$ cat config.mk
export PLATFORM = sky130hd
export DESIGN_NAME = rbbq_fifo
export DESIGN_NICKNAME = d
export VERILOG_FILES = /design/src/sv/rbbq_fifo.sv
export SDC_FILE = /design/constraint.sdc
export NUM_CORES = 1
export LEC_CHECK = 0
export BUFFER_PORTS_ARGS = -buffer_cell sky130_fd_sc_hd__buf_2
export CAP_MARGIN = 20
export CELL_PAD_IN_SITES_DETAIL_PLACEMENT = 1
export CELL_PAD_IN_SITES_GLOBAL_PLACEMENT = 2
export CORE_ASPECT_RATIO = 0.6
export CORE_MARGIN = 5
export CORE_UTILIZATION = 47
export CTS_CLUSTER_DIAMETER = 30
export DETAILED_ROUTE_END_ITERATION = 7
export PLACE_DENSITY_LB_ADDON = 0.1
export SKIP_LAST_GASP = 1
export SLEW_MARGIN = 25
export SYNTH_ARGS = -nofsm -noshare
export SYNTH_HDL_FRONTEND = slang
export SYNTH_SLANG_ARGS = --single-unit
$ cat constraint.sdc
create_clock -name clk -period 5.2 [get_ports clk]
set_input_delay 0.52 -clock clk [delete_from_list [all_inputs] [get_ports clk]]
set_output_delay 0.52 -clock clk [all_outputs]
set_load 0.03 [all_outputs]
$ cat src/sv/rbbq_fifo.sv
// Short register queue carrying terrain angles from the front to the back.
module rbbq_fifo #(
  parameter int W     = 21,
  parameter int DEPTH = 4
) (
  input  logic         clk,
  input  logic         rst_n,
  input  logic         push,
  input  logic [W-1:0] din,
  output logic         full,
  input  logic         pop,
  output logic [W-1:0] dout,
  output logic         empty
);

  localparam int PW = (DEPTH > 1) ? $clog2(DEPTH) : 1;
  localparam int CW = $clog2(DEPTH + 1);

  logic [W-1:0]  mem_r [DEPTH];
  logic [PW-1:0] wr_ptr_r, rd_ptr_r;
  logic [CW-1:0] cnt_r;
  logic          do_push, do_pop;

  assign full    = (cnt_r == CW'(DEPTH));
  assign empty   = (cnt_r == '0);
  assign do_push = push && !full;
  assign do_pop  = pop && !empty;
  assign dout    = mem_r[rd_ptr_r];

  always_ff @(posedge clk) begin
    if (!rst_n) begin
      wr_ptr_r <= '0;
      rd_ptr_r <= '0;
      cnt_r    <= '0;
    end else begin
      if (do_push) begin
        wr_ptr_r <= (wr_ptr_r == PW'(DEPTH - 1)) ? '0 : wr_ptr_r + PW'(1);
      end
      if (do_pop) begin
        rd_ptr_r <= (rd_ptr_r == PW'(DEPTH - 1)) ? '0 : rd_ptr_r + PW'(1);
      end
      if (do_push && !do_pop) begin
        cnt_r <= cnt_r + CW'(1);
      end else if (do_pop && !do_push) begin
        cnt_r <= cnt_r - CW'(1);
      end
    end
  end

  always_ff @(posedge clk) begin
    if (do_push) begin
      mem_r[wr_ptr_r] <= din;
    end
  end

endmodule

# Word-level counts from Yosys, hierarchy flattened
# Memory sizes are Yosys's and may differ from the RTL's. A register that Yosys moved wholly into a read port is not among the register bits.
# Index checks and enable logic that the tools add are counted.
word_totals:
  in_bits: 25
  n_memories: 1
  out_inout_bits: 23
  reg_bits: 7
  mem_bits_rw: 84
memory_table:
  columns: ["memory", "depth", "word_bits", "rd", "rd_clocked_by_memory_dff", "write_ports", "line", "source"]
  rows:
  - ["mem_r", 4, 21, 1, 1, 1, "19", "logic [W-1:0] mem_r [DEPTH];"]
classes:
  eq_ne: 3
  mux: 8
  reduce_logical: 10
  add_sub_neg: 4
ops:
  columns: ["operator", "n"]
  rows:
  - ["$mux W2", 4]
  - ["$mux W3", 2]
  - ["$add A2 B1 Y2 const B", 2]
  - ["$eq A2 B2 Y1 const B", 2]
  - ["$logic_and A1 B1 Y1", 4]
  - ["$logic_not A1 Y1", 4]
  - ["$add A3 B1 Y3 const B", 1]
  - ["$eq A3 B3 Y1 const B", 1]
  - ["$logic_not A3 Y1", 1]
  - ["$sub A3 B1 Y3 const B", 1]
  - ["$mux W1", 2]
  - ["$reduce_bool A2 Y1", 1]

# Logic depth before layout (Yosys ltp)
# Gate-level depths: netlist (run 1).
logic_depth:
  word_depth: 7
  ltp_mapped: 9
  mapped_depth_nobuf: 8

# Least setup slack after synthesis (run 1)
# Ideal clock, no wire load.
synth_path:
  path_kind: "register to register"
  startpoint: "register cnt_r[1]"
  endpoint: "register cnt_r[2]"
  stages_incl_launch_ff: 10
  t_required_ns: 5.124
  slack_ns: 3.099
  setup_ns: 0.076
  arrival_time_ns: 2.025
  cell_sequence: "dfxtp_1 -> nor3b_2 -> nor2b_1 -> buf_2 -> ha_1 -> inv_1 -> fa_1 -> xor2_1 -> or3_1 -> a21boi_0"
synth_via:
  elab_chain_cells: 6
  word_cells_on_any_way: 15
  classes_between: "2 x add/sub; 1 x eq/ne; 2 x mux; 10 x reduce/logical"
synth_lines:
  columns: ["element", "line", "source"]
  rows:
  - ["start: declaration", "21", "logic [CW-1:0] cnt_r;"]
  - ["start signal: assignment", "43", "cnt_r <= cnt_r + CW'(1);"]
  - ["start signal: assignment", "45", "cnt_r <= cnt_r - CW'(1);"]
  - ["$eq A3 B3 Y1 (*)", "24", "assign full = (cnt_r == CW'(DEPTH));"]
  - ["named net full", "10", "output logic full,"]
  - ["$logic_not A1 Y1 (*)", "26", "assign do_push = push && !full;"]
  - ["$logic_and A1 B1 Y1 (*)", "26", null]
  - ["named net do_push", "22", "logic do_push, do_pop;"]
  - ["$logic_not A1 Y1", "44", "end else if (do_pop && !do_push) begin"]
  - ["$logic_and A1 B1 Y1", "44", null]
  - ["$reduce_bool A2 Y1 (no source line)", null, null]
# The timed path passes the listed nets; every way through them passes the cells marked *. The select of a mux whose other input is x is not followed.
# A chain may end at the register's enable or synchronous reset.

==> flow_summary.toml, run 1 <==
[worst_setup_path]
start_kind = "flip-flop"
arrival_ns = 2.11
path_class = "reg -> out"
path_max_fanout = 14
cp_data_required_time_ns = 4.68
critPathCaptureType = "primary output"

[clocking]
clk_pin_slew_ns = 0.06
post_cts_resized = 0
hold_buffers = 0
clk_path_buf_depth = 2
cts.sinks = 93
numCtsBuffers = 9
post_cts_buffers = 0
cts-root-buf = "clkbuf_16"
clock_latency_ns = 0.33
cts_tree = "yes"
htreeDepth = 3

[yosys]
synth_cell_types = 24
synth_top_flop_cell = "edfxtp_1"
netlist_area_um2 = 3540
syn_inst = 160
syn_avg_cell_area_um2 = 22.1
yosys_warnings = 0
yosysTopAreaCellShare_pct = 71.3
ys_ff_latch = 93
synth_area_leader_cell = "edfxtp_1"
seq_area_frac_synth_pct = 76.4
synthArstFlopShare_pct = 0
synth.area.top_cells = "edfxtp_1, mux4_2, mux4_1"
synth_edf_count = 84
synth_fp_nets = 192
ys_top_cells_by_count = "edfxtp_1, mux4_2, dfxtp_1"
synth_most_common_cell = "edfxtp_1"

[run_status]
outcome = "finished, final reports clean"

[timing]
rsz0062_at_grt = "false"
setup_violations = 0
finalClockSkew_ns = 0.00419
fin_crit_ns = 2.63
relSlewSlack_pct = 54.7
tightestPinTransition_ns = 0.674
finalMaxSlewViolations = 0
min_period_over_period_pct = 50.7
hold_viol = 0
finalSetupTns_ns = 0
hold-worst-slack_ns = 0.400
fmax_mhz = 380
setup_slack_ns = 2.57

[global_route]
grt_pass1_wl_um = 9780
antenna_found_initial = 0
grt_pass1_vias = 1783
grt_max_degree = 22
overflow = 0
grt_use_total_pct = 14.6

[placement]
place_ws_ns = 2.69
port_buffers = 47
detailed_place_hpwl_um = 4140
dp.cells = 306
place_congestion = 0.701
place_area_um2 = 3870

[drt]
drt_iter0_markers = 104
ant_nets = 0
wl_um = 6270
first_pass_iters = 4
vias = 1651
detail_route.wl_per_cell_um = 19.5
viasPerCell = 5.13
route.detailed.drc = 0

[cells_and_area]
n_fill_cell = 665
drive_gt1_share_pct = 35.3
final_cells = 322
final_cell_area_um2 = 4130
fin_nets = 245
syn2layout_area_growth_pct = 16.7
diodes = 0

[pwr]
peakVddDrop_uv = 356
power.leakage_nw = 1.44
powerDensity_nw_per_um2 = 505

[floorplan]
core_um2 = 7300
pin_count = 48
rows = 24
dieArea_um2 = 9420
die_w_um = 122
start_util_pct = 48.5
die_h_um = 77.2

[job]
maxCapViolCount = 0

[min_path]
hp-class = "in -> reg"
-- stage by stage --
step | power (mW) | utilization (%)
2_1_floorplan | 1.40 | -
3_3_place_gp | 1.53 | 53.0
3_5_place_dp | 1.56 | 53.0
4_1_cts | 2.12 | 56.5
5_1_grt | 2.19 | 56.6
6_report | 2.08 | 56.6
-- worst max-delay path, stage by stage (launching register included) --
cell	delay, ns
dfxtp_1	0.60
buf_4	0.38
mux4_1	0.61
buf_2	0.20
-- report_power, final --
| part | internal (mW) | leakage [nW] | total (mW) | switching [mW] |
|---|---|---|---|---|
| logic | 0.215 | 0.470 | 0.555 | 0.340 |
| clock network | 0.320 | 0.123 | 0.557 | 0.237 |
| registers | 0.915 | 0.844 | 0.973 | 0.0581 |
| total | 1.45 | 1.44 | 2.08 | 0.635 |
-- per-layer routing --
metal / vias to the layer above / global-route usage, % / wire length, um
li1: 759 / - / -
met1: 845 / 17.3 / 2660
met2: 36 / 23.5 / 3100
met3: 11 / 6.47 / 407
met4: 0 / 5.37 / 103
met5: - / 0 / 0
-- final timing paths --
path	end	cells past startpoint	slack (ns)	start
worst max-delay path	dout[3]	3	2.57	flip-flop
worst min-delay path	mem_r[2][10]$_DFFE_PP_	1	0.40	din[10]
worst max register to register	cnt_r[2]$_SDFFE_PN0P_	7	2.73	cnt_r[0]$_SDFFE_PN0P_
worst min register to register	wr_ptr_r[1]$_SDFFE_PN0P_	2	0.51	wr_ptr_r[1]$_SDFFE_PN0P_
-- cell type report --
cell class	instances	area, um2	share of cell area, %
sequential	93	2700	65.5
clock inverter	3	12.5	0.303
multi-input combinational	58	788	19.1
tap	104	130	3.15
inverter	3	11.3	0.273
clock buffer	13	240	5.82
timing repair buffer	48	243	5.88
-- flip-flops by register name (all words and copies together) (netlist names), named ones only --
name / flops
cnt_r: 3
rd_ptr_r: 2
wr_ptr_r: 2
mem_r: 84
-- placed cells by master (no fill, tap or decap), drive strengths merged, types with 2 or more instances in the layout --
master,instances
and2,5
edfxtp,84
mux2i,3
clkinv,3
dfxtp,9
buf,48
nor2,2
mux4,21
clkbuf,13
o21ai,3
nand3,2
inv,3
nand2,6
ha,6
nor2b,2
-- cells by family after synthesis --
kind of cell	Yosys count	synth area share, %
xor+xnor	2	0.495
mux	24	15.1
buf+inv	9	1.45
fa+ha+maj	7	2.69
flops	93	76.4
simple gates	20	3.04
compound gates	5	0.849
(Power assumes the default switching activity.)
==> run 2: changes to the inputs <==
Settings changed: CORE_UTILIZATION 47 to 39.
Clock period 5.2 ns to 2.1 ns, I/O delays scaled along.
==> run 2 against run 1 <==
Effect of this change: the run now ends with negative setup slack left; power grew to 2.5 times the previous value; cell area grew 2.8%; clock power grew 140%; worst hold slack lost 0.31 ns; setup slack lost 2.6 ns; sequential share of layout area shrank 1.7 points; combinational power grew to 2.8 times the previous value; sequential power grew 140%; sequential cell count is the same; core utilization shrank 7.7 points; non-clock buffer count grew 12; critical endpoint is now cnt_r[2]$_SDFFE_PN0P_; highest routed layer unchanged.
==> flow_summary.toml, run 2 (synthesized netlist as in run 1, its figures left out) <==
[global_route]
grt_max_degree = 22
antenna_found_initial = 0
grt_use_total_pct = 13.0
grt_pass1_vias = 1947
overflow = 0
grt_pass1_wl_um = 10600

[timing]
tightestPinTransition_ns = 0.369
setup_violations = 1
min_period_over_period_pct = 102
fin_crit_ns = 2.14
hold-worst-slack_ns = 0.0909
setup_slack_ns = -0.0353
finalClockSkew_ns = 0.00485
fmax_mhz = 468
hold_viol = 0
relSlewSlack_pct = 75.4
finalMaxSlewViolations = 0

[pwr]
powerDensity_nw_per_um2 = 1240
peakVddDrop_uv = 796
power.leakage_nw = 1.50

[placement]
detailed_place_hpwl_um = 4460
port_buffers = 47
place_congestion = 0.658
place_area_um2 = 3980

[floorplan]
core_um2 = 8690
die_w_um = 133
die_h_um = 83.8
start_util_pct = 40.7
dieArea_um2 = 11100
pin_count = 48
rows = 26

[drt]
route.detailed.drc = 0
ant_nets = 0
detail_route.wl_per_cell_um = 20.0
dr_wl_met3_um = 367
dr_wl_met2_um = 3440
vias = 1712
viasPerCell = 5.04
wl_met1_um = 2870
drt_iter0_markers = 152
top_layer = "met4"
first_pass_iters = 4
wl_um = 6810

[cells_and_area]
largest_reg_flops = 84
layout_common_cells = "edfxtp_1, buf_2, mux4_2, buf_4, clkbuf_16"
fin_nets = 257
final_common_cell = "edfxtp_1"
drive_gt1_share_pct = 39.5
largest-register = "mem_r"
diodes = 0
final_cell_area_um2 = 4240
syn2layout_area_growth_pct = 20.0
reg_top3 = "mem_r x84, cnt_r x3"

[worst_setup_path]
cp_data_required_time_ns = 2.34
critPathCaptureType = "flip-flop"
arrival_ns = 2.38
path_max_fanout = 3
start_kind = "flip-flop"
path_class = "reg -> reg"

[clocking]
clk_path_buf_depth = 2
hold_buffers = 0
htreeDepth = 3
clk_pin_slew_ns = 0.06
cts-root-buf = "clkbuf_16"
numCtsBuffers = 9
clock_latency_ns = 0.33
cts_tree = "yes"
cts.sinks = 93

[min_path]
hp-class = "in -> reg"

[run_status]
outcome = "complete, but fails checks"
failed_checks = "negative setup slack"

[job]
maxCapViolCount = 0
[run 2: path summary, 6_finish.rpt]
path	from	endpoint	slack (ns)	cells past startpoint
worst max-delay path	cnt_r[1]$_SDFFE_PN0P_	cnt_r[2]$_SDFFE_PN0P_	-0.04	8
worst min-delay path	din[10]	mem_r[0][10]$_DFFE_PP_	0.09	1
worst max register to register	cnt_r[1]$_SDFFE_PN0P_	cnt_r[2]$_SDFFE_PN0P_	-0.04	8
worst min register to register	wr_ptr_r[1]$_SDFFE_PN0P_	wr_ptr_r[1]$_SDFFE_PN0P_	0.51	2
[run 2: where the power goes]
part	internal, mW	switching [mW]	leakage, nW	total, mW
combinational	0.614	0.951	0.530	1.57
sequential	2.26	0.0914	0.845	2.36
clock	0.774	0.582	0.123	1.36
[run 2: layer usage]
metal / vias up / track usage, %
met1: 880 / 15.5
met4: 0 / 4.53
li1: 781 / -
met5: - / 0
met2: 39 / 21.8
met3: 12 / 4.64
[run 2: worst max-delay path: stages, from the launching register on]
cell and delay, ns:
dfxtp_1 0.45, nor3b_4 0.08, nor2b_2 0.18, ha_2 0.21, inv_1 0.05, fa_1 0.37, xor2_1 0.16, or3_1 0.32
a21boi_1 0.21
[run 2: repair_timing]
item / CTS / global route
buffers inserted: 0 / 1
setup endpoints to repair: 0 / 1
resized for setup: 0 / 5
[run 2: layout make-up]
type / instances / area, um2
Timing Repair Buffer: 60 / 333
Clock buffer: 10 / 229
Clock inverter: 4 / 17.5
Tap cell: 112 / 140
Multi-Input combinational cell: 58 / 808
Sequential cell: 93 / 2710
Inverter: 3 / 11.3
Fill cell: 798 / 4440
[run 2: metrics by stage]
step	TNS (ns)	power, mW	utilization (%)	worst slack [ns]	instances
CTS	0	5.34	48.6	0.0324	339
floorplan	0	3.47	-	0.0145	160
detailed placement	0	3.96	45.8	0.0499	325
global route	-0.116	5.56	48.9	-0.116	340
global placement	0	3.89	45.8	0.180	325
finish	-0.0353	5.28	48.9	-0.0353	340
