===== src/sv/rbbq_pkg.sv =====
// Shared constants, tables and types for the beam blockage quality block.
package rbbq_pkg;

  localparam int TAB_FRAC     = 20;
  localparam int CORDIC_STEPS = 24;
  localparam int ERF_X_W      = 19;
  localparam int ERF_Y_W      = 31;
  localparam int CFG_IDX_W    = 3;
  localparam int CFG_DATA_W   = 25;

  localparam logic [ERF_X_W-1:0] ERF_SAT = ERF_X_W'(6 << 16);
  localparam logic [ERF_Y_W-1:0] ONE_Q30 = ERF_Y_W'(1 << 30);

  localparam logic [CFG_IDX_W-1:0] REG_EARTH_RADIUS = 3'd0;
  localparam logic [CFG_IDX_W-1:0] REG_RADAR_HEIGHT = 3'd1;
  localparam logic [CFG_IDX_W-1:0] REG_ELEV_ANGLE   = 3'd2;
  localparam logic [CFG_IDX_W-1:0] REG_ELEV_LIMIT   = 3'd3;
  localparam logic [CFG_IDX_W-1:0] REG_GAUSS_IWIDTH = 3'd4;
  localparam logic [CFG_IDX_W-1:0] REG_ERF_NORM_INV = 3'd5;

  typedef struct packed {
    logic               start;
    logic [ERF_X_W-1:0] x;
  } erf_req_t;

  typedef struct packed {
    logic               done;
    logic [ERF_Y_W-1:0] y;
  } erf_rsp_t;

  // atan(2^-i) in degrees, Q20, rounded.
  function automatic logic [25:0] atan_q20(input logic [4:0] i);
    logic [25:0] v;
    case (i)
      5'd0:  v = 26'd47185920;
      5'd1:  v = 26'd27855475;
      5'd2:  v = 26'd14718068;
      5'd3:  v = 26'd7471121;
      5'd4:  v = 26'd3750058;
      5'd5:  v = 26'd1876857;
      5'd6:  v = 26'd938658;
      5'd7:  v = 26'd469357;
      5'd8:  v = 26'd234682;
      5'd9:  v = 26'd117342;
      5'd10: v = 26'd58671;
      5'd11: v = 26'd29335;
      5'd12: v = 26'd14668;
      5'd13: v = 26'd7334;
      5'd14: v = 26'd3667;
      5'd15: v = 26'd1833;
      5'd16: v = 26'd917;
      5'd17: v = 26'd458;
      5'd18: v = 26'd229;
      5'd19: v = 26'd115;
      5'd20: v = 26'd57;
      5'd21: v = 26'd29;
      5'd22: v = 26'd14;
      5'd23: v = 26'd7;
      default: v = 26'd0;
    endcase
    return v;
  endfunction

  // Coefficients a1..a6 of the rational erf approximation, Q30.
  function automatic logic [26:0] erf_coef(input logic [2:0] k);
    logic [26:0] v;
    case (k)
      3'd0: v = 27'd75723579;
      3'd1: v = 27'd45399965;
      3'd2: v = 27'd9954153;
      3'd3: v = 27'd163224;
      3'd4: v = 27'd296962;
      3'd5: v = 27'd46239;
      default: v = 27'd0;
    endcase
    return v;
  endfunction

endpackage


===== src/sv/rbbq_erf.sv =====
// Iterative erf unit: Horner polynomial, reciprocal by restoring division, four squarings.
module rbbq_erf (
  input  logic               clk,
  input  logic               rst_n,
  input  rbbq_pkg::erf_req_t req,
  output rbbq_pkg::erf_rsp_t rsp
);

  localparam logic [2:0] E_IDLE = 3'd0;
  localparam logic [2:0] E_HORN = 3'd1;
  localparam logic [2:0] E_DINI = 3'd2;
  localparam logic [2:0] E_DIV  = 3'd3;
  localparam logic [2:0] E_SQR  = 3'd4;
  localparam logic [2:0] E_DONE = 3'd5;

  logic [2:0]                     st_r;
  logic [2:0]                     step_r;
  logic [4:0]                     cnt_r;
  logic [rbbq_pkg::ERF_X_W-1:0]   x_r;
  logic [35:0]                    p_r, rem_r;
  logic [30:0]                    q_r;
  logic [rbbq_pkg::ERF_Y_W-1:0]   y_r;

  logic [54:0] hprod;
  logic [35:0] hterm;
  logic [36:0] rem_sh;
  logic        div_ge;
  logic [61:0] qsq;

  assign hprod  = p_r * x_r;
  assign hterm  = (step_r == 3'd5) ? 36'(rbbq_pkg::ONE_Q30)
                                   : 36'(rbbq_pkg::erf_coef(3'd4 - step_r));
  assign rem_sh = {rem_r, 1'b0};
  assign div_ge = rem_sh >= {1'b0, p_r};
  assign qsq    = q_r * q_r;

  assign rsp.done = (st_r == E_DONE);
  assign rsp.y    = y_r;

  always_ff @(posedge clk) begin
    if (!rst_n) begin
      st_r <= E_IDLE;
    end else begin
      unique case (st_r)
        E_IDLE: begin
          if (req.start) begin
            st_r <= (req.x >= rbbq_pkg::ERF_SAT) ? E_DONE : E_HORN;
          end
        end
        E_HORN: begin
          if (step_r == 3'd5) begin
            st_r <= E_DINI;
          end
        end
        E_DINI: st_r <= E_DIV;
        E_DIV: begin
          if (cnt_r == 5'd30) begin
            st_r <= E_SQR;
          end
        end
        E_SQR: begin
          if (cnt_r == 5'd3) begin
            st_r <= E_DONE;
          end
        end
        E_DONE: st_r <= E_IDLE;
        default: st_r <= E_IDLE;
      endcase
    end
  end

  always_ff @(posedge clk) begin
    case (st_r)
      E_IDLE: begin
        x_r    <= req.x;
        p_r    <= 36'(rbbq_pkg::erf_coef(3'd5));
        step_r <= '0;
        y_r    <= rbbq_pkg::ONE_Q30;
      end
      E_HORN: begin
        p_r    <= hterm + 36'(hprod >> 16);
        step_r <= step_r + 3'd1;
      end
      E_DINI: begin
        // 2^60 / p: the quotient fits 31 bits since p is at least 2^30.
        rem_r <= 36'(1 << 29);
        q_r   <= '0;
        cnt_r <= '0;
      end
      E_DIV: begin
        rem_r <= div_ge ? 36'(rem_sh - {1'b0, p_r}) : rem_sh[35:0];
        q_r   <= {q_r[29:0], div_ge};
        cnt_r <= (cnt_r == 5'd30) ? 5'd0 : cnt_r + 5'd1;
      end
      E_SQR: begin
        q_r   <= qsq[60:30];
        cnt_r <= cnt_r + 5'd1;
        if (cnt_r == 5'd3) begin
          y_r <= rbbq_pkg::ONE_Q30 - qsq[60:30];
        end
      end
      default: begin
      end
    endcase
  end

endmodule


===== config.mk =====
export PLATFORM = sky130hd
export DESIGN_NAME = rbbq_erf
export DESIGN_NICKNAME = d
export VERILOG_FILES = /design/src/sv/rbbq_pkg.sv /design/src/sv/rbbq_erf.sv
export SDC_FILE = /design/constraint.sdc
export NUM_CORES = 2
export LEC_CHECK = 0
export ABC_AREA = 1
export BUFFER_PORTS_ARGS = -buffer_cell sky130_fd_sc_hd__buf_2
export CAP_MARGIN = 15
export CORE_MARGIN = 2
export CORE_UTILIZATION = 55
export CTS_BUF_LIST = sky130_fd_sc_hd__clkbuf_16
export DETAILED_ROUTE_END_ITERATION = 8
export HOLD_SLACK_MARGIN = 0.1
export PLACE_DENSITY_LB_ADDON = 0.12
export SYNTH_ARGS = -nofsm -noshare
export SYNTH_HDL_FRONTEND = slang
export SYNTH_SLANG_ARGS = --single-unit
export TNS_END_PERCENT = 50

===== constraint.sdc =====
create_clock -name clk -period 8.39 [get_ports clk]
set_input_delay 0.839 -clock clk [delete_from_list [all_inputs] [get_ports clk]]
set_output_delay 0.839 -clock clk [all_outputs]
set_load 0.1 [all_outputs]

* Yosys cells after proc, flatten, opt, wreduce, memory -nomap -nowiden
Cells that the tools add are included.
** Cells by class
- Add/sub/neg operators :: 6
- $mul :: 2
- $lt $le $gt $ge :: 2
- Equality and inequality tests :: 17
- Muxes and demuxes :: 17
- Reduce and logical (&&, ||, !) cells :: 8
** Operators with widths (number)
- $pmux 27 s6 :: 1
- $pmux 36 s2 :: 2
- $pmux 31 s3 :: 1
- $mux 31 :: 2
- $pmux 31 s2 :: 1
- $mul 31x31->61 :: 1
- $mul 36x19->52 :: 1
- $ge 37x36->1 :: 1
- $add 31x36->36 :: 1
- $mux 36 :: 1
- $sub 36x36->36 :: 1
- $sub 31x31->31 const A :: 1
- $ge 19x19->1 const B :: 1
- $eq 3x3->1 const B :: 5
- $mux 3 :: 5
- $pmux 3 s5 :: 1
- $pmux 5 s3 :: 1
- $eq 3x2->1 const B :: 4
- $ne 2x2->1 const B :: 4
- $eq 3x1->1 const B :: 2
- $logic_not 3->1 :: 2
- $pmux 3 s2 :: 1
- $reduce_bool 2->1 :: 3
- $add 5x1->5 const B :: 1
- 8 further kinds :: 8
** Storage, ports and cells
- Register bits after elaboration :: 164
- Input port bits :: 22

* Depth between registers and ports, before layout
- Depth in word-level cells :: 6
- Depth in mapped cells :: 41
- Mapped depth without buffers :: 39

* Least setup slack after synthesis
No wires, ideal clock.
- Path type :: register to register
- From :: register q_r[17]
- To :: register y_r[12] in the netlist's numbering (data pin)
- Data arrival time :: 7.407 ns
- Data required time :: 8.137 ns
- Slack :: 0.730 ns
- Stages on the path, launching flop included :: 33
- Buffers on the path :: 2
- Clock period less this slack :: 7.660 ns
- Path through :: edfxtp_1 > clkbuf_1 > buf_1 > nand2_1 > fa_1 > inv_1 > fa_1 > inv_1 > fa_1 > fa_1 > inv_1 > fa_1 > fa_1 > fa_1 > fa_1 > ha_1 > nand2_1 > nor2_2 > inv_1 > nor2_1 > inv_1 > nor3_1 > nand2_1 > nand2_1 > xnor2_1 > ha_1 > nand2_1 > nor2_4 > nand3_4 > nor2_4 > nand2_1 > o21ai_1 > inv_1
** On the way
- Longest elaborated chain between the ends :: 4
** Ends and longest elaborated chain
- start: declaration :: RTL line rbbq_erf.sv:21 : logic [30:0] q_r;
- start signal: assignment :: RTL line rbbq_erf.sv:92 : q_r <= {q_r[29:0], div_ge};
- start signal: assignment :: RTL line rbbq_erf.sv:96 : q_r <= qsq[60:30];
- $mul 31x31->61 :: RTL line rbbq_erf.sv:35 : assign qsq = q_r * q_r;
- $sub 31x31->31 :: RTL line rbbq_erf.sv:99 : y_r <= rbbq_pkg::ONE_Q30 - qsq[60:30];
- $mux 31 :: RTL line rbbq_erf.sv:98 : if (cnt_r == 5'd3) begin
- $pmux 31 s2 :: RTL line rbbq_erf.sv:73 : case (st_r)
- end signal: assignment :: RTL line rbbq_erf.sv:78 : y_r <= rbbq_pkg::ONE_Q30;
- end signal: assignment :: RTL line rbbq_erf.sv:99
- end: declaration :: RTL line rbbq_erf.sv:22 : logic [rbbq_pkg::ERF_Y_W-1:0] y_r;
Every way passes these cells. The select of a mux whose other input is x is not followed.
A chain may end at the register's enable or synchronous reset.

* Final worst setup path
- From :: register q_r[11]
- To :: register y_r[25] in the netlist's numbering (data pin)
The elaborated chain is that of the path after synthesis.

==> results.md <==
* Core Area at 112,000 um2
* Placed insts at 9,530
* Nets at 9,907
* Die width at 339 um
* Die height at 339 um
* WP data required at 8.69 ns
* Rows at 123
* Util after Layout at 59.8%
* Reg2reg end: y_r[25]$_SDFFCE_PP0P_
* Die area at 115,000 um2
* Mapped Cells at 7,943
* Total GRT Usage at 34.4%
* Inserted Clock Buffers at 17
* Peak Freq at 0.123 GHz
* Skew final at 0.0268 ns
* Sequential cell area fraction in the yosys report at 7.91%
* Num ports at 54
* Worst-Margin Slew at 1.13 ns
* Most frequent CP cell: fa_1
* Setup WS pre-CTS at -0.204 ns
* Crit. End Element: flop
* DRC Markers at 0
* Starting DRT DRC Count at 3,488
* Clock transition at path regs at 0.10 ns
* Critical Path AT at 8.44 ns
* Port Buf Inserts at 53
* Fillers at 10.6k
* CTS tree: built
* Layout Cells excl Fill at 9,620
* H-tree depth at 4
* Crit-path max FO at 8
* Yosys reg bits at 164
* Max_slew headroom at 25.0%
* Critical path class: flop to flop
* CP max-delay cell: edfxtp_1
* # setup viols final at 0
* R2R Setup Slk at 0.25 ns
* Final Cycle Share at 97.0%
* Post-synth EDFFs at 161
* DP Area at 65,600 um2
* Largest net degree at the start of global routing at 47
* Initial Util at 55.2%
* Number of vias per cell at 5.27
* Critical Path Max Stage Delay at 0.61 ns
* Post-synth cell types at 58
* Worst skew pair latency at 0.55 ns
* Top_reg_cell synth: edfxtp_1
* Crit path time final at 8.14 ns
* Mapped Area at 61,800 um2
* Vias at 50.7k
* GRT overflow at 0
* Yosys Warn Count at 0
* Avg Cell Area, Syn at 7.79 um2
* Net Count, Synth at 9,744
* Worst min path class: primary input to flop
* R2r startpoint: q_r[11]$_DFFE_PP_
* Final hold vios at 0
* CP Launch Type: flop
* Max-Cap Viols at 0
* Worst Hold End: x_r[7]$_DFFE_PP_
* Hold Path Cell Cnt at 1
* First-pass GRT wire length at 302,000 um
* Hold wc startpoint: req[7]
* Slew Viols, Final at 0
* RSZ-0062 raised after global routing: yes
* Share of layout cells above drive strength 1 at 6.86%
* Routed Antenna Nets at 0
* DPL Wire Length at 160,000 um
* Number of global-route vias before repair at 53.9k
* Detailed Route WL at 191,000 um
* CTS sink cnt at 164
* Initial antenna violation count at 4
* Root Buffer: clkbuf_16
* Reg2Reg Depth at 34
* Status: completed
* Max Root-Sink Buffers at 2
* Gpl congestion at 1.00
* Setup ws final at 0.251 ns
* Routed length per placed instance at 19.8 um
* Design area at 67,000 um2
* Layout area overhead at 8.35%
* Number of detailed-route iterations in the first pass at 8
* Async SR Flop Fraction at 0%
==> registers in the layout (all words and copies together) (netlist names) <==
name	cells
cnt_r	5
p_r	36
q_r	31
rem_r	36
st_r	3
step_r	3
x_r	19
y_r	31
==> critical path: cells and delay by family, from the launching register on <==
kind / cells / cell delay, ns
flops: 1 / 0.61
simple gates: 13 / 1.74
xor+xnor: 1 / 0.16
buf+inv: 11 / 1.09
fa+ha+maj: 9 / 4.29
==> cells in the mapped netlist (all sizes together), types with 10 or more instances <==
master | count | area, um2
buf | 27 | 139
a31oi | 27 | 169
a21oi | 269 | 1370
edfxtp | 161 | 4830
o21ai | 201 | 1020
xnor2 | 50 | 445
ha | 456 | 5710
o21a | 18 | 135
nand2 | 1900 | 7170
xor2 | 52 | 455
a21o | 20 | 150
o22ai | 10 | 62.6
nand3 | 168 | 873
inv | 2396 | 8990
nand3b | 11 | 86.3
nand4 | 47 | 294
o21bai | 28 | 214
or2 | 11 | 68.8
nor2 | 456 | 1780
clkbuf | 240 | 901
nor3 | 33 | 165
fa | 1323 | 26500
==> metal layers <==
metal / vias to the layer above / routed length (um) / track usage [%]
met1: 25200 / 74900 / 43.7
met3: 414 / 13000 / 4.65
li1: 23200 / - / -
met5: - / 28 / 0
met2: 1859 / 91900 / 58.2
met4: 4 / 11000 / 16.3
==> through the flow <==
stage | setup TNS (ns) | hold WS, ns
2_1_floorplan | 0 | 0.538
3_3_place_gp | -0.916 | 0.554
3_5_place_dp | -1.20 | 0.578
4_1_cts | 0 | 0.435
5_1_grt | -0.110 | 0.452
6_report | 0 | 0.464
==> cell type report <==
cell class                      instances  area (um2)  area share [%]
Inverter                             2397        9000            13.4
Sequential cell                       164        4890            7.30
Tap cell                             1500        1880            2.80
Multi-Input combinational cell       5115       47100            70.4
Clock inverter                         15         175           0.261
Antenna cell                            1        2.50         0.00373
Timing Repair Buffer                  411        3500            5.22
Clock buffer                           17         425           0.635
==> cells in the final DEF (no fill, tap or decap), types with 18 or more instances in the layout <==
cell type  netlist  layout
ha_1           456     454
a21o_1          20      20
o21ai_0        178     163
nor2_2          11      22
inv_1         2390    2390
a21oi_1        264     252
o21bai_1        27      26
o21a_1          18      18
edfxtp_1       161     161
nand3_1        163     161
nand2_1       1886    1883
fa_1          1323    1323
o21ai_1         19      31
nor3_1          33      28
buf_2            6      53
nor2_1         440     423
xnor2_1         49      48
buf_12           0      42
a31oi_1         27      27
nand4_1         47      47
xor2_1          52      52
buf_4            6     311
==> repair_timing <==
action	4_1_cts	5_1_grt
pin swaps	0	3
hold buffers	0	0
buffers inserted	6	51
resized for setup	2	66
endpoints found under the setup margin	16	42
==> worst max path at each step <==
stage                      startpoint               endpoint  slack [ns]  cells past startpoint
finish              q_r[11]$_DFFE_PP_  y_r[25]$_SDFFCE_PP0P_        0.25                     34
global route         q_r[9]$_DFFE_PP_  y_r[19]$_SDFFCE_PP0P_       -0.03                     34
CTS                  q_r[9]$_DFFE_PP_  y_r[11]$_SDFFCE_PP0P_       0.004                     33
detailed placement  q_r[24]$_DFFE_PP_  y_r[29]$_SDFFCE_PP0P_       -0.20                     32
global placement    q_r[24]$_DFFE_PP_  y_r[29]$_SDFFCE_PP0P_       -0.21                     32
floorplan           q_r[17]$_DFFE_PP_  y_r[12]$_SDFFCE_PP0P_        0.73                     32
==> kinds of logic after synthesis <==
kind of cell	Yosys count	synth area share, %
AOI/OAI and AO/OA	595	5.34
adders and majority gates	1779	52.0
xor gates and xnor gates	102	1.46
DFF	164	7.91
and+or+nand+nor	2639	17.0
buffers and inverters	2664	16.2
Power is left out: the tool's default activity adds up to more than one toggle a clock period on the data nets, which glitch-free logic cannot reach.
