**src/sv/rbbq_pkg.sv**
```systemverilog
// Shared constants, tables and types for the beam blockage quality block.
package rbbq_pkg;

  localparam int TAB_FRAC     = 20;
  localparam int CORDIC_STEPS = 24;
  localparam int ERF_X_W      = 19;
  localparam int ERF_Y_W      = 31;
  localparam int CFG_IDX_W    = 3;
  localparam int CFG_DATA_W   = 25;

  localparam logic [ERF_X_W-1:0] ERF_SAT = ERF_X_W'(6 << 16);
  localparam logic [ERF_Y_W-1:0] ONE_Q30 = ERF_Y_W'(1 << 30);

  localparam logic [CFG_IDX_W-1:0] REG_EARTH_RADIUS = 3'd0;
  localparam logic [CFG_IDX_W-1:0] REG_RADAR_HEIGHT = 3'd1;
  localparam logic [CFG_IDX_W-1:0] REG_ELEV_ANGLE   = 3'd2;
  localparam logic [CFG_IDX_W-1:0] REG_ELEV_LIMIT   = 3'd3;
  localparam logic [CFG_IDX_W-1:0] REG_GAUSS_IWIDTH = 3'd4;
  localparam logic [CFG_IDX_W-1:0] REG_ERF_NORM_INV = 3'd5;

  typedef struct packed {
    logic               start;
    logic [ERF_X_W-1:0] x;
  } erf_req_t;

  typedef struct packed {
    logic               done;
    logic [ERF_Y_W-1:0] y;
  } erf_rsp_t;

  // atan(2^-i) in degrees, Q20, rounded.
  function automatic logic [25:0] atan_q20(input logic [4:0] i);
    logic [25:0] v;
    case (i)
      5'd0:  v = 26'd47185920;
      5'd1:  v = 26'd27855475;
      5'd2:  v = 26'd14718068;
      5'd3:  v = 26'd7471121;
      5'd4:  v = 26'd3750058;
      5'd5:  v = 26'd1876857;
      5'd6:  v = 26'd938658;
      5'd7:  v = 26'd469357;
      5'd8:  v = 26'd234682;
      5'd9:  v = 26'd117342;
      5'd10: v = 26'd58671;
      5'd11: v = 26'd29335;
      5'd12: v = 26'd14668;
      5'd13: v = 26'd7334;
      5'd14: v = 26'd3667;
      5'd15: v = 26'd1833;
      5'd16: v = 26'd917;
      5'd17: v = 26'd458;
      5'd18: v = 26'd229;
      5'd19: v = 26'd115;
      5'd20: v = 26'd57;
      5'd21: v = 26'd29;
      5'd22: v = 26'd14;
      5'd23: v = 26'd7;
      default: v = 26'd0;
    endcase
    return v;
  endfunction

  // Coefficients a1..a6 of the rational erf approximation, Q30.
  function automatic logic [26:0] erf_coef(input logic [2:0] k);
    logic [26:0] v;
    case (k)
      3'd0: v = 27'd75723579;
      3'd1: v = 27'd45399965;
      3'd2: v = 27'd9954153;
      3'd3: v = 27'd163224;
      3'd4: v = 27'd296962;
      3'd5: v = 27'd46239;
      default: v = 27'd0;
    endcase
    return v;
  endfunction

endpackage

```
**src/sv/rbbq_back.sv**
```systemverilog
// Back part: running maximum, beam window, erf difference and the output register.
module rbbq_back #(
  parameter int AFB = 10,
  parameter int AW  = 20
) (
  input  logic               clk,
  input  logic               rst_n,
  input  logic               q_empty,
  input  logic [AW:0]        q_data,
  output logic               q_pop,
  input  logic signed [17:0] elevation_angle,
  input  logic [16:0]        elevation_limit,
  input  logic [24:0]        gauss_inv_width,
  input  logic [24:0]        erf_norm_inv,
  output rbbq_pkg::erf_req_t erf_req,
  input  rbbq_pkg::erf_rsp_t erf_rsp,
  output logic               empty,
  input  logic               pop,
  output logic [7:0]         quality,
  output logic               ray_start_echo
);

  localparam logic [3:0] B_IDLE = 4'd0;
  localparam logic [3:0] B_WIN  = 4'd1;
  localparam logic [3:0] B_XU   = 4'd2;
  localparam logic [3:0] B_XL   = 4'd3;
  localparam logic [3:0] B_EUS  = 4'd4;
  localparam logic [3:0] B_EUW  = 4'd5;
  localparam logic [3:0] B_ELS  = 4'd6;
  localparam logic [3:0] B_ELW  = 4'd7;
  localparam logic [3:0] B_DIFF = 4'd8;
  localparam logic [3:0] B_QUAL = 4'd9;
  localparam logic [3:0] B_OUT  = 4'd10;

  localparam logic signed [AW-1:0] MAX_RST = -AW'(1 << (AFB + 7));
  localparam int YW = rbbq_pkg::ERF_Y_W;

  logic [3:0]                   st_r;
  logic signed [AW-1:0]         max_r;
  logic                         rs_r;
  logic                         du_neg_r;
  logic [16:0]                  mu_r;
  logic [rbbq_pkg::ERF_X_W-1:0] xu_r, xl_r;
  logic [YW-1:0]                eu_r, el_r;
  logic [YW-1:0]                bb_r;
  logic [7:0]                   qual_r;
  logic                         out_vld_r;
  logic [7:0]                   out_q_r;
  logic                         out_rs_r;

  logic signed [AW-1:0]         phi_in;
  logic signed [AW-1:0]         el_s, lim_s, lo, hi, eb, du;
  logic [16:0]                  mul_a;
  logic [41:0]                  xprod, xsh;
  logic [rbbq_pkg::ERF_X_W-1:0] xsat;
  logic signed [32:0]           eu_s, diff;
  logic [56:0]                  bprod;
  logic [39:0]                  bsh;
  logic [YW-1:0]                t;
  logic [38:0]                  q39;
  logic                         out_load;

  assign phi_in = $signed(q_data[AW-1:0]);
  assign el_s   = AW'(elevation_angle);
  assign lim_s  = $signed({{(AW - 17){1'b0}}, elevation_limit});
  assign lo     = el_s - lim_s;
  assign hi     = el_s + lim_s;
  assign eb     = (max_r > hi) ? hi : max_r;
  assign du     = el_s - eb;

  assign mul_a = (st_r == B_XU) ? mu_r : elevation_limit;
  assign xprod = mul_a * gauss_inv_width;
  assign xsh   = xprod >> AFB;
  assign xsat  = (xsh >= 42'(rbbq_pkg::ERF_SAT)) ? rbbq_pkg::ERF_SAT
                                                 : xsh[rbbq_pkg::ERF_X_W-1:0];

  assign eu_s  = du_neg_r ? -$signed({2'b0, eu_r}) : $signed({2'b0, eu_r});
  assign diff  = $signed({2'b0, el_r}) - eu_s;
  assign bprod = diff[31:0] * erf_norm_inv;
  assign bsh   = 40'(bprod >> 17);

  assign t   = rbbq_pkg::ONE_Q30 - bb_r;
  assign q39 = {t, 8'b0} - {8'b0, t};

  assign erf_req.start = (st_r == B_EUS) || (st_r == B_ELS);
  assign erf_req.x     = (st_r == B_ELS) ? xl_r : xu_r;

  assign q_pop    = (st_r == B_IDLE) && !q_empty;
  assign out_load = (st_r == B_OUT) && (!out_vld_r || pop);

  assign empty          = !out_vld_r;
  assign quality        = out_q_r;
  assign ray_start_echo = out_rs_r;

  always_ff @(posedge clk) begin
    if (!rst_n) begin
      st_r      <= B_IDLE;
      max_r     <= MAX_RST;
      out_vld_r <= 1'b0;
    end else begin
      if (out_load) begin
        out_vld_r <= 1'b1;
      end else if (pop) begin
        out_vld_r <= 1'b0;
      end
      unique case (st_r)
        B_IDLE: begin
          if (!q_empty) begin
            if (q_data[AW] || phi_in > max_r) begin
              max_r <= phi_in;
            end
            st_r <= B_WIN;
          end
        end
        B_WIN:  st_r <= (max_r < lo) ? B_OUT : B_XU;
        B_XU:   st_r <= B_XL;
        B_XL:   st_r <= B_EUS;
        B_EUS:  st_r <= B_EUW;
        B_EUW: begin
          if (erf_rsp.done) begin
            st_r <= B_ELS;
          end
        end
        B_ELS:  st_r <= B_ELW;
        B_ELW: begin
          if (erf_rsp.done) begin
            st_r <= B_DIFF;
          end
        end
        B_DIFF: st_r <= B_QUAL;
        B_QUAL: st_r <= B_OUT;
        B_OUT: begin
          if (out_load) begin
            st_r <= B_IDLE;
          end
        end
        default: st_r <= B_IDLE;
      endcase
    end
  end

  always_ff @(posedge clk) begin
    case (st_r)
      B_IDLE: rs_r <= q_data[AW];
      B_WIN: begin
        qual_r   <= 8'hFF;
        du_neg_r <= du < 0;
        mu_r     <= du < 0 ? 17'(-du) : 17'(du);
      end
      B_XU: xu_r <= xsat;
      B_XL: xl_r <= xsat;
      B_EUW: begin
        if (erf_rsp.done) begin
          eu_r <= erf_rsp.y;
        end
      end
      B_ELW: begin
        if (erf_rsp.done) begin
          el_r <= erf_rsp.y;
        end
      end
      B_DIFF: begin
        if (diff <= 0) begin
          bb_r <= '0;
        end else if (bsh > 40'(rbbq_pkg::ONE_Q30)) begin
          bb_r <= rbbq_pkg::ONE_Q30;
        end else begin
          bb_r <= bsh[YW-1:0];
        end
      end
      B_QUAL: qual_r <= q39[37:30];
      default: begin
      end
    endcase
    if (out_load) begin
      out_q_r  <= qual_r;
      out_rs_r <= rs_r;
    end
  end

endmodule

```
**config.mk**
```make
export PLATFORM = sky130hd
export DESIGN_NAME = rbbq_back
export DESIGN_NICKNAME = d
export VERILOG_FILES = /design/src/sv/rbbq_pkg.sv /design/src/sv/rbbq_back.sv
export SDC_FILE = /design/constraint.sdc
export NUM_CORES = 2
export LEC_CHECK = 0
export BUFFER_PORTS_ARGS = -buffer_cell sky130_fd_sc_hd__clkbuf_2
export CORE_ASPECT_RATIO = 0.6
export CORE_MARGIN = 1.5
export CORE_UTILIZATION = 35
export DETAILED_ROUTE_END_ITERATION = 10
export PLACE_DENSITY = 0.51
export SETUP_SLACK_MARGIN = 0.2
export SLEW_MARGIN = 20
export SYNTH_ARGS = -nofsm -noshare
export SYNTH_HDL_FRONTEND = slang
export SYNTH_SLANG_ARGS = --single-unit
```
**constraint.sdc**
```tcl
create_clock -name clk -period 14.4 [get_ports clk]
set_clock_uncertainty 0.05 [all_clocks]
set_input_delay 0.72 -clock clk [delete_from_list [all_inputs] [get_ports clk]]
set_output_delay 0.72 -clock clk [all_outputs]
set_load 0.01 [all_outputs]
```
== After elaboration in Yosys (flattened, before gate mapping) ==
Index checks and enable logic that the tools add are counted.
Word-level totals
  bits in latches: 0
  input bits: 142
  register bits after elaboration: 192
  output and inout port bits: 31
  RAM bits: 0
  logic and storage cells: 78
  memories: 0
  memory bits (read-only): 0
Operators by class
  reduce and logical (&&, ||, !) cells: 15
  order comparisons: 7
  divide/modulo/power cells: 0
  muxes and demuxes: 16
  equal/unequal tests: 14
  $add $sub $neg: 8
  multiply operators: 2
  bitwise operators: 1
  shift operators: 0
Operator list (count)
  $mul A32 B25 Y57: 1
  $pmux W4 S11: 1
  $mul A17 B25 Y42: 1
  $gt A40 B31 Y1 const B: 1
  $mux W19: 2
  $sub A38 B31 Y38: 1
  $mux W17: 2
  $le A33 B1 Y1 const B: 1
  $mux W33: 1
  $neg A31 Y33: 1
  $sub A32 B33 Y33: 1
  $ge A32 B19 Y1 const B: 1
  $mux W31: 1
  $sub A31 B31 Y31 const A: 1
  $gt A20 B19 Y1: 1
  $gt A20 B20 Y1: 1
  $lt A20 B1 Y1 const B: 1
  $lt A20 B19 Y1: 1
  $mux W20: 1
  $mux W4: 5
  $sub A18 B20 Y20: 1
  $add A18 B18 Y19: 1
  $sub A18 B18 Y19: 1
  $neg A17 Y17: 1
  17 further kinds: 33

== Logic depth before layout (Yosys ltp) ==
  depth in word-level cells: 6
  mapped depth: 45
  depth with buffers taken out: 41

== Least setup slack after synthesis ==
No wires, ideal clock.
  path type: flip-flop to flip-flop
  start: reg eu_r[4]
  end: reg bb_r[0], data pin
  path slack: 3.133 ns
  cell stages (with the launch flop): 43
  buffers on the path: 5
  clock period less this slack: 11.267 ns
  arrival: 11.067 ns
  library setup time: 0.149 ns
  required time: 14.201 ns
  cells stage by stage: edfxtp_1 -> or4_1 -> nor3_2 -> nand3_1 -> o41ai_1 -> xor2_1 -> ha_1 -> clkbuf_1 -> nand2_1 -> a211oi_1 -> nor2_1 -> nor4_1 -> o21ai_1 -> and2_1 -> o2111a_1 -> or3_1 -> clkbuf_1 -> clkbuf_1 -> (+7 left out) -> fa_1 -> fa_1 -> inv_1 -> fa_1 -> inv_1 -> ha_1 -> buf_2 -> nand4_1 -> or4_1 -> a21oi_1 -> mux2i_1 -> o22ai_1 -> a2111oi_2 -> nand4_1 -> or4_1 -> o21a_2 -> buf_6 -> nor3b_2
Between the ends
  cells in the longest elaborated chain, start to end: 6
  elaborated cells on any way between the ends: 7
  classes of those cells: 2 x add/sub; 1 x mul; 2 x order compare; 1 x mux; 1 x reduce/logical
RTL lines
  start: declaration: RTL line rbbq_back.sv:44  | logic [YW-1:0] eu_r, el_r;
  start signal: assignment: RTL line rbbq_back.sv:154  | eu_r <= erf_rsp.y;
  $neg A31 Y33: RTL line rbbq_back.sv:77  | assign eu_s = du_neg_r ? -$signed({2'b0, eu_r}) : $signed({2'b0, eu_r});
  $mux W33 (*): RTL line rbbq_back.sv:77
  $sub A32 B33 Y33 (*): RTL line rbbq_back.sv:78  | assign diff = $signed({2'b0, el_r}) - eu_s;
  $mul A32 B25 Y57: RTL line rbbq_back.sv:79  | assign bprod = diff[31:0] * erf_norm_inv;
  $gt A40 B31 Y1: RTL line rbbq_back.sv:165  | end else if (bsh > 40'(rbbq_pkg::ONE_Q30)) begin
  $reduce_or A2 Y1 (no source line)
  end signal: assignment: RTL line rbbq_back.sv:166  | bb_r <= rbbq_pkg::ONE_Q30;
  end signal: assignment: RTL line rbbq_back.sv:168  | bb_r <= bsh[YW-1:0];
  end: declaration: RTL line rbbq_back.sv:45  | logic [YW-1:0] bb_r;
Every way passes the cells marked *; elsewhere a longest branch is shown, timed or not.
A chain may end at the register's enable or synchronous reset.

== Final worst setup path ==
  start: reg eu_r[4]
  end: reg bb_r[15], data pin
The elaborated chain is that of the path after synthesis.

==> metrics.sh <==
INITIAL_ANTENNA_VIOLATION_COUNT=10
MAXIMUM_NUMBER_OF_PINS_ON_ONE_NET_BEFORE_GLOBAL_ROUTE_REPAIR=50
NETS=7811
DP_HPWL_UM=140000
FP.DIEAREA_SQ_MM=0.159
REPORT.FINAL.SETUP_VIOL=0
ROUTE.ANTENNA.REMAINING_NETS=0
CLOCK_TREE.ROOT_CELL='sky130_fd_sc_hd__clkbuf_16'
SYNTH-SEQ-AREA-SHARE_PCT=10.1
FINAL-INSTANCE-COUNT-EXCL-FILL=8240
HOLD_PATH.CLASS='in -> reg'
FINAL_LAYOUT_SIZE_SUFFIX_GT1_SHARE_PCT=6.64
NUMPLACEDINSTANCES=8199
CLOCK_INSERTION_DELAY_WORST_SKEW_NS=0.53
WORSTSETUPSTARTPOINTTYPE='flip-flop'
CTS-BUFFERS-INSERTED=17
SYNTH_AREA_SQ_MM=0.0549
SYN-MEAN-INSTANCE-AREA_SQ_UM=8.87
CTS.HOLD.BUFFERS_ADDED=0
FINALCRITICALPERIOD_NS=13.46
YS_TOP_CELLS_BY_AREA='sky130_fd_sc_hd__fa_1 (38%), sky130_fd_sc_hd__ha_1 (11%), sky130_fd_sc_hd__edfxtp_1 (9.1%), sky130_fd_sc_hd__inv_1 (8.5%), sky130_fd_sc_hd__nand2_1 (5.9%)'
CTS_REPAIR_RESIZE_COUNT=0
CHIPHEIGHT_UM=310
POSTSYNTHCELLCOUNT=6182
CLK_PIN_SLEW_NS=0.10
SYNTH.FF_LATCH_COUNT=192
WORST-PATH-MAX-FANOUT=23
CRITICAL-PATH-MAX-STAGE-DELAY_NS=0.71
GLOBALPLACE.CONGESTION=0.935
SYNTHDOMINANTCELLAREASHARE_PCT=37.7
FINISH.UTILIZATION_PCT=37.8
FIRST_GLOBAL_VIAS=43700
SETUP-TNS-FINAL_NS=0
MAX_FREQ_MHz=74.3
TIMING.CRITICAL_PATH.MODE_CELL='sky130_fd_sc_hd__fa_1'
H-TREE-DEPTH=4
SYN-NUM-NETS=7827
DRT_ITER0_MARKERS=3440
RSZ0062_AT_GRT='no'
GR-TOTAL-OVERFLOW=0
WORST_EP_REQUIRED_TIME_NS=14.72
FINAL-MAX-SLEW-VIOLATION-COUNT=0
STATUS='finished clean'
DRC_ERRORS=0
CTS_SINKS=192
POST-CTS-SETUP-BUFFERS=0
TRITONCTS='yes'
SYNTH-EDFF-COUNT=167
FIN_WORST_HOLD_SLACK_NS=0.322
TIMING.MAX_SLEW.REL_SLACK_PCT=20.5
DRTPASS1ITERATIONS=6
POSTSYNTH.ASYNCRESETSHARE_PCT=0
MIN_PERIOD_OVER_PERIOD_PCT=93.5
IO_BUFFER_COUNT=172
CRITICAL_PATH_CLASS='reg -> reg'
SYNTH_AREA_LEADER_CELL='sky130_fd_sc_hd__fa_1'
MAX_SLEW.WORST_PIN.SLEW_NS=1.19
SYNTH_CELL_TYPES=96
SYNTHESIS.YOSYS.WARNINGS=0
CRIT_PATH_END_KIND='flip-flop'
REG2REG_SETUP_SLACK_NS=0.94
WORST_PATH_MAX_DELAY_CELL='sky130_fd_sc_hd__a31oi_1'
CLK_PATH_BUF_DEPTH=2
ROUTED_WIRELENGTH_UM=167000
FLOORPLAN.DIE.WIDTH_UM=514
LAYOUT.CELLS.MOST_COMMON_LIST='sky130_fd_sc_hd__inv_1 (1237), sky130_fd_sc_hd__fa_1 (1032), sky130_fd_sc_hd__nand2_1 (856)'
FINALHOLDVIOLCOUNT=0
ROUTED_WIRE_LENGTH_PER_INSTANCE_UM=20.3
MOST_USED_FLIP_FLOP_CELL_AFTER_SYNTHESIS='sky130_fd_sc_hd__edfxtp_1'
FLOORPLAN.INITIALDENSITY_PCT=35.3
VIAS_PER_CELL=5.14
TIMING.CRITICAL_PATH.ARRIVAL_NS=13.78
FP.COREAREA_SQ_MM=0.156
TIMING.CRITICAL_PATH.BUF_INV=6
FP-ROW-COUNT=112
IOPINCOUNT=173
AREA.GROWTH.SYNTH_TO_FINAL_PCT=7.22
GLOBAL_ROUTE_WIRE_LENGTH_BEFORE_REPAIR_UM=264000
DRV_CAP=0
DETAILED_ROUTE_VIA_COUNT=42400
WORST_PATH_DOMINANT_CELL_FAMILY='adder cells'
GRT_USAGE_PCT=21.7
LAYOUT.CELLS.MOST_COMMON='sky130_fd_sc_hd__inv_1'
kinds of logic (layout without fill, tap and decap cells):
| family | after synthesis | after routing | synth area share (%) |
|---|---|---|---|
| adder cells (fa/ha/maj) | 1503 | 1503 | 48.4 |
| other | 0 | 9 | 0 |
| AND/OR/NAND/NOR | 2022 | 2022 | 18.5 |
| AO/OA/AOI/OAI | 705 | 705 | 8.44 |
| XOR/XNOR | 186 | 186 | 2.99 |
| multiplexers | 57 | 57 | 1.10 |
| flip-flops | 192 | 192 | 10.1 |
| buffers and inverters | 1517 | 1514 | 10.5 |
per-stage QoR:
step / instance area [sq um] / setup slack [ns]
floorplan: 54900 / 3.13
detailed placement: 58100 / 1.23
CTS: 58800 / 1.23
global placement: 58100 / 1.36
finish: 58800 / 0.941
global route: 58800 / 0.243
flip-flops by register name, summed over array words and instances, names as in the netlist, 4 cells and up:
name and count:
bb_r 31, el_r 31, eu_r 31, max_r 20
xl_r 19, xu_r 19, mu_r 17, qual_r 8
quality 8, st_r 4
final timing paths:
path                           startpoint                      to  depth (start not counted)
setup / recovery        eu_r[4]$_DFFE_PP_  bb_r[15]$_SDFFCE_PP0P_                         37
hold / removal                erf_rsp[16]      el_r[16]$_DFFE_PP_                          1
setup reg to reg        eu_r[4]$_DFFE_PP_  bb_r[15]$_SDFFCE_PP0P_                         37
hold reg to reg   qual_r[0]$_SDFFCE_PN1P_    quality[0]$_DFFE_PP_                          0
per-layer routing:
metal / up-vias / global-route usage (%) / wire, um
met5: - / 0 / 27
met4: 4 / 3.70 / 2240
met3: 116 / 4.87 / 13800
met2: 1441 / 29.9 / 65700
met1: 21500 / 34.2 / 85700
li1: 19300 / - / -
worst reg2reg max path, delay by kind of cell (launching register included):
family | cells | cell delay, ns
compound gates | 7 | 3.65
flops | 1 | 0.43
simple gates | 13 | 3.75
fa+ha+maj | 9 | 4.51
xor+xnor | 2 | 0.39
buf+inv | 6 | 0.56
Yosys cell counts, drive strengths merged (24+ instances only):
cell / number
ha: 471
a21o: 99
o211ai: 24
mux2: 28
nand2b: 54
nor2: 166
nor3: 91
or3: 24
nor2b: 148
nand2: 856
buf: 29
and2: 420
and3: 41
clkbuf: 250
xnor2: 105
a21oi: 190
o21ai: 146
nand4: 56
inv: 1237
nor4: 30
fa: 1032
dfxtp: 25
edfxtp: 167
o21a: 40
xor2: 80
mux2i: 29
nand3: 52
layout make-up:
cell class              count  area (sq um)
well taps                2052          2570
diodes                      9          22.5
clock inverters            15           224
flip-flops and latches    192          5520
fillers                 15900         96700
clock buffers              17           425
repair buffers            244          1410
inverters                1238          4650
multi-input cells        4473         44000
Power is left out: the tool's default activity adds up to more than one toggle a clock period on the data nets, which glitch-free logic cannot reach.
